File: src/hw/rtl/bsde_ram.sv
module bsde_ram #(
  parameter int unsigned WIDTH = 32,
  parameter int unsigned DEPTH = 32
) (
  input  logic                     clk_i,
  input  logic                     we_i,
  input  logic [$clog2(DEPTH)-1:0] waddr_i,
  input  logic [WIDTH-1:0]         wdata_i,
  input  logic                     re_i,
  input  logic [$clog2(DEPTH)-1:0] raddr_i,
  output logic [WIDTH-1:0]         rdata_o
);

  logic [WIDTH-1:0] mem_q [DEPTH];
  logic [WIDTH-1:0] rdata_q;

  // one write port, one registered read port
  always_ff @(posedge clk_i) begin
    if (we_i) begin
      mem_q[waddr_i] <= wdata_i;
    end
    if (re_i) begin
      rdata_q <= mem_q[raddr_i];
    end
  end

  assign rdata_o = rdata_q;

endmodule

File: config.mk
export PLATFORM = sky130hd
export DESIGN_NAME = bsde_ram
export DESIGN_NICKNAME = d
export VERILOG_FILES = /design/src/hw/rtl/bsde_ram.sv
export SDC_FILE = /design/constraint.sdc
export NUM_CORES = 1
export LEC_CHECK = 0
export ABC_CLOCK_PERIOD_IN_PS = 4000
export BUFFER_PORTS_ARGS = -buffer_cell sky130_fd_sc_hd__buf_2
export CAP_MARGIN = 5
export CORE_ASPECT_RATIO = 1.75
export CORE_MARGIN = 8
export CORE_UTILIZATION = 50
export DETAILED_ROUTE_END_ITERATION = 10
export GPL_TIMING_DRIVEN = 0
export PLACE_DENSITY = 0.66
export SLEW_MARGIN = 25
export SYNTH_ARGS = -nofsm -noshare
export SYNTH_HDL_FRONTEND = slang
export SYNTH_SLANG_ARGS = --single-unit
export TNS_END_PERCENT = 50
File: constraint.sdc
create_clock -name clk_i -period 4 [get_ports clk_i]
set_input_delay 0.6 -clock clk_i [delete_from_list [all_inputs] [get_ports clk_i]]
set_output_delay 0.6 -clock clk_i [all_outputs]
set_load 0.01 [all_outputs]
Word-level counts from Yosys, hierarchy flattened

Memory sizes are Yosys's and may differ from the RTL's. A register that Yosys moved wholly into a read port is not among the register bits.
Cells that the tools add are included.

Output and inout bits: 32
Latch bits: 0
Logic and storage cells: 3
Memory bits (read-only): 0
Memories kept: 1
Register bits after elaboration: 0
Bits in writable memories: 1024

Memory list:

| name  | words | width | rd ports | clocked after Yosys merged registers in | wr ports | line | text |
|---|---|---|---|---|---|---|---|
| mem_q | 32    | 32    | 1        | 1                                       | 1        | 14   | `logic [WIDTH-1:0] mem_q [DEPTH];` |

Add/subtract/negate cells: 0
Muxes and demuxes: 2
Shifts and indexed selects: 0
Bitwise logic cells: 0
Equal/unequal tests: 0
Reductions and logical operators: 0
Multiply operators: 0
$lt $le $gt $ge: 0
Divide/modulo/power cells: 0

Operator list:

| kind    | number |
|---|---|
| $mux W1 | 2 |

Longest topological paths before layout

Depth after elaboration: 2
Gate-level depth with buffers: 8
Mapped depth without buffers: 5

Worst setup path before layout

Ideal clock, no wire load.

Path kind: in2reg
From: input waddr_i[1]
To: memory mem_q[12][0], enable pin
Buffers on the path: 1
Slack: 0.966 ns
Stages: 3
Arrival time: 2.613 ns
Cell sequence: or3b_2 -> clkbuf_1 -> nor2_1

RTL lines:

| item               | line | text |
|---|---|---|
| start: declaration | 7    | `input logic [$clog2(DEPTH)-1:0] waddr_i,` |
| end: declaration   | 14   |  |

Straight into the memory's write port.

==> results.sh <==
export IMPL_clk_pin_slew_ps=70
export IMPL_clk_latency_ps=660
export IMPL_slew_headroom=0.2982
export IMPL_dpl_hpwl_um=66240
export IMPL_placed_area_sq_um=43510
export IMPL_cp_arrival_ps=2750
export IMPL_cts_root_buf="clkbuf_16"
export IMPL_grt_pass1_vias=21650
export IMPL_multi_input_area_sq_um=8587
export IMPL_leakage_nw=16.06
export IMPL_drv_slew=0
export IMPL_fillers=6010
export IMPL_synthesis_nets=2305
export IMPL_fin_crit_ps=2385
export IMPL_setup_viol=0
export IMPL_critPathMaxStageDelay_ps=690
export IMPL_synthSimpleGateAreaFrac=0.03075
export IMPL_area_delta_synth_final_pct=13.71
export IMPL_syn_area_per_cell_sq_um=18.06
export IMPL_dieWidth_um=232.0
export IMPL_drtPass1Iterations=5
export IMPL_critPathCaptureType="register"
export IMPL_ant_nets=0
export IMPL_grt_pass1_wl_um=140100
export IMPL_detail_route_wl_per_cell_um=27.26
export IMPL_worstMarginPinSlew_ps=1049
export IMPL_power_density_nw_per_um2=479.0
export IMPL_io_pins=77
export IMPL_critPathLaunchType="input pin"
export IMPL_htreeDepth=3
export IMPL_rows=138
export IMPL_grt_overflow_total=0
export IMPL_path_cells="buf_2 > nor2_1 > clkbuf_1 > clkbuf_1 > a22oi_1 > nand3_1 > nand3_1"
export IMPL_route_detailed_drc=0
export IMPL_rsz0062_at_grt="false"
export IMPL_ir_worst_vdd_mv=0.3776
export IMPL_status="complete, no violations"
export IMPL_path_max_fanout=10
export IMPL_synth_compound_area_frac=0.04808
export IMPL_critical_path_required_ps=4360
export IMPL_start_util=0.5050
export IMPL_yosysUniqueCellTypes=24
export IMPL_cts_inserted_buffers=86
export IMPL_finalClockSkew_ps=17.31
export IMPL_cts_repair_resized=0
export IMPL_finalHoldViolCount=0
export IMPL_seq_area_sq_um=31710
export IMPL_fin_crit_sh=0.5963
export IMPL_clk_path_buf_depth=3
export IMPL_synth_xor_area_share=0
export IMPL_ys_warnings_count=0
export IMPL_max_freq_mhz=419.2
export IMPL_slowest_stage="clkbuf_1"
export IMPL_die_height_um=393.9
export IMPL_num_vias=20950
export IMPL_antenna_found_initial=4
export IMPL_nets=2502
export IMPL_worstSetupPathType="in -> reg"
export IMPL_dieArea_sq_um=91370
export IMPL_core_area_sq_um=80810
export IMPL_netlist_area_sq_um=40810
export IMPL_grt_usage=0.2098
export IMPL_ys_seq_area_frac=0.7771
export IMPL_port_buffers=75
export IMPL_synthAdderAreaFrac=0
export IMPL_p_total_mw=22.23
export IMPL_grt_max_degree=33
export IMPL_cts_setup_buffers=0
export IMPL_layout_common_cells="edfxtp_1 (1056), mux2i_1 (512), buf_2 (101), nand2_1 (98), nand3_1 (97)"
export IMPL_final_common_cell="edfxtp_1"
export IMPL_final_layout_size_suffix_gt1_frac=0.1378
export IMPL_cap_violations=0
export IMPL_synth_top_family_by_area="multiplexers"
export IMPL_cts_tree="yes"
export IMPL_min_path_type="in -> reg"
export IMPL_synth_seq_cells=1056
export IMPL_fin_area_sq_um=46400
export IMPL_syn_inst=2260
export IMPL_drt_vias_per_instance=5.854
export IMPL_clock_sinks=1056
export IMPL_wirelength_um=97580
export IMPL_synthMuxAreaShare=0.1256
export IMPL_gp_congestion=0.8310
export IMPL_drtIter0Drc=1671
export IMPL_cts_hold_buffers=0
synth_stat cells:
library cell	number	area [sq um]
nor3_1	32	160.2
nand2b_1	2	12.51
nor2b_1	1	6.260
clkbuf_1	46	172.7
nor2_1	34	127.6
nand3_1	98	490.5
buf_6	15	168.9
mux2i_1	512	5125
and2_1	1	6.260
and2b_1	1	7.510
edfxtp_1	1056	31710
a22oi_1	96	720.7
buf_2	26	130.1
nand3b_1	5	37.54
or3_1	1	6.260
clkbuf_4	2	15.01
a21oi_1	96	480.5
nand2_1	98	367.9
buf_1	5	18.77
or2_2	1	6.260
buf_4	33	247.7
a22o_1	64	560.5
a31oi_1	32	200.2
or3b_2	3	26.28
power by group:
| group | internal, mW | switching (mW) | total, mW |
|---|---|---|---|
| clock network | 4.83 | 3.79 | 8.62 |
| logic | 0.390 | 0.842 | 1.23 |
| registers | 12.3 | 0.0365 | 12.4 |
| total | 17.6 | 4.67 | 22.2 |
path summary, 6_finish.rpt:
check	from	end	slack, ps	depth (start not counted)
min reg2reg	mem_q[27][26]	rdata_o[26]	700	4
max	raddr_i[1]	rdata_o[2]	1610	7
min	wdata_i[0]	mem_q[15][0]	460	1
max reg2reg	mem_q[3][12]	rdata_o[12]	2370	5
routing by layer:
metal,share of wire,track usage
met1,0.35,0.2244
met5,0.00012,0
met2,0.57,0.4056
met3,0.047,0.03046
met4,0.033,0.08068
cell families after synthesis:
family | count (synthesis)
compound gates | 288
flops | 1056
mux | 512
simple gates | 277
buf+inv | 127
through the flow:
stage	setup TNS (ps)	hold slack, ps	worst slack (ps)	instances	util
after floorplan	0	629.3	965.9	2260	-
after global placement	-487160	677.7	-752.8	3385	0.5259
after detailed placement	0	686.4	947.1	3418	0.5384
after CTS	0	402.7	1657	3575	0.5739
after global routing	0	458.3	1601	3577	0.5742
final	0	456.2	1615	3579	0.5742
critical path: cells and delay by family:
family / cells / cell delay [ps]
buf+inv: 3 / 1370
simple gates: 3 / 520
compound gates: 1 / 240
state kept, by name, summed over array words and instances (netlist names):
| register | flops |
|---|---|
| mem_q | 1024 |
| rdata_o | 32 |
layout make-up:
class,count,area share
clock inverters,55,0.01222
repair buffers,109,0.02508
clock buffers,102,0.04951
well taps,1050,0.02831
plain buffers,127,0.01626
multi-input cells,1077,0.1851
flip-flops and latches,1056,0.6834
diodes,3,0.0001618
(Power assumes the default switching activity.)
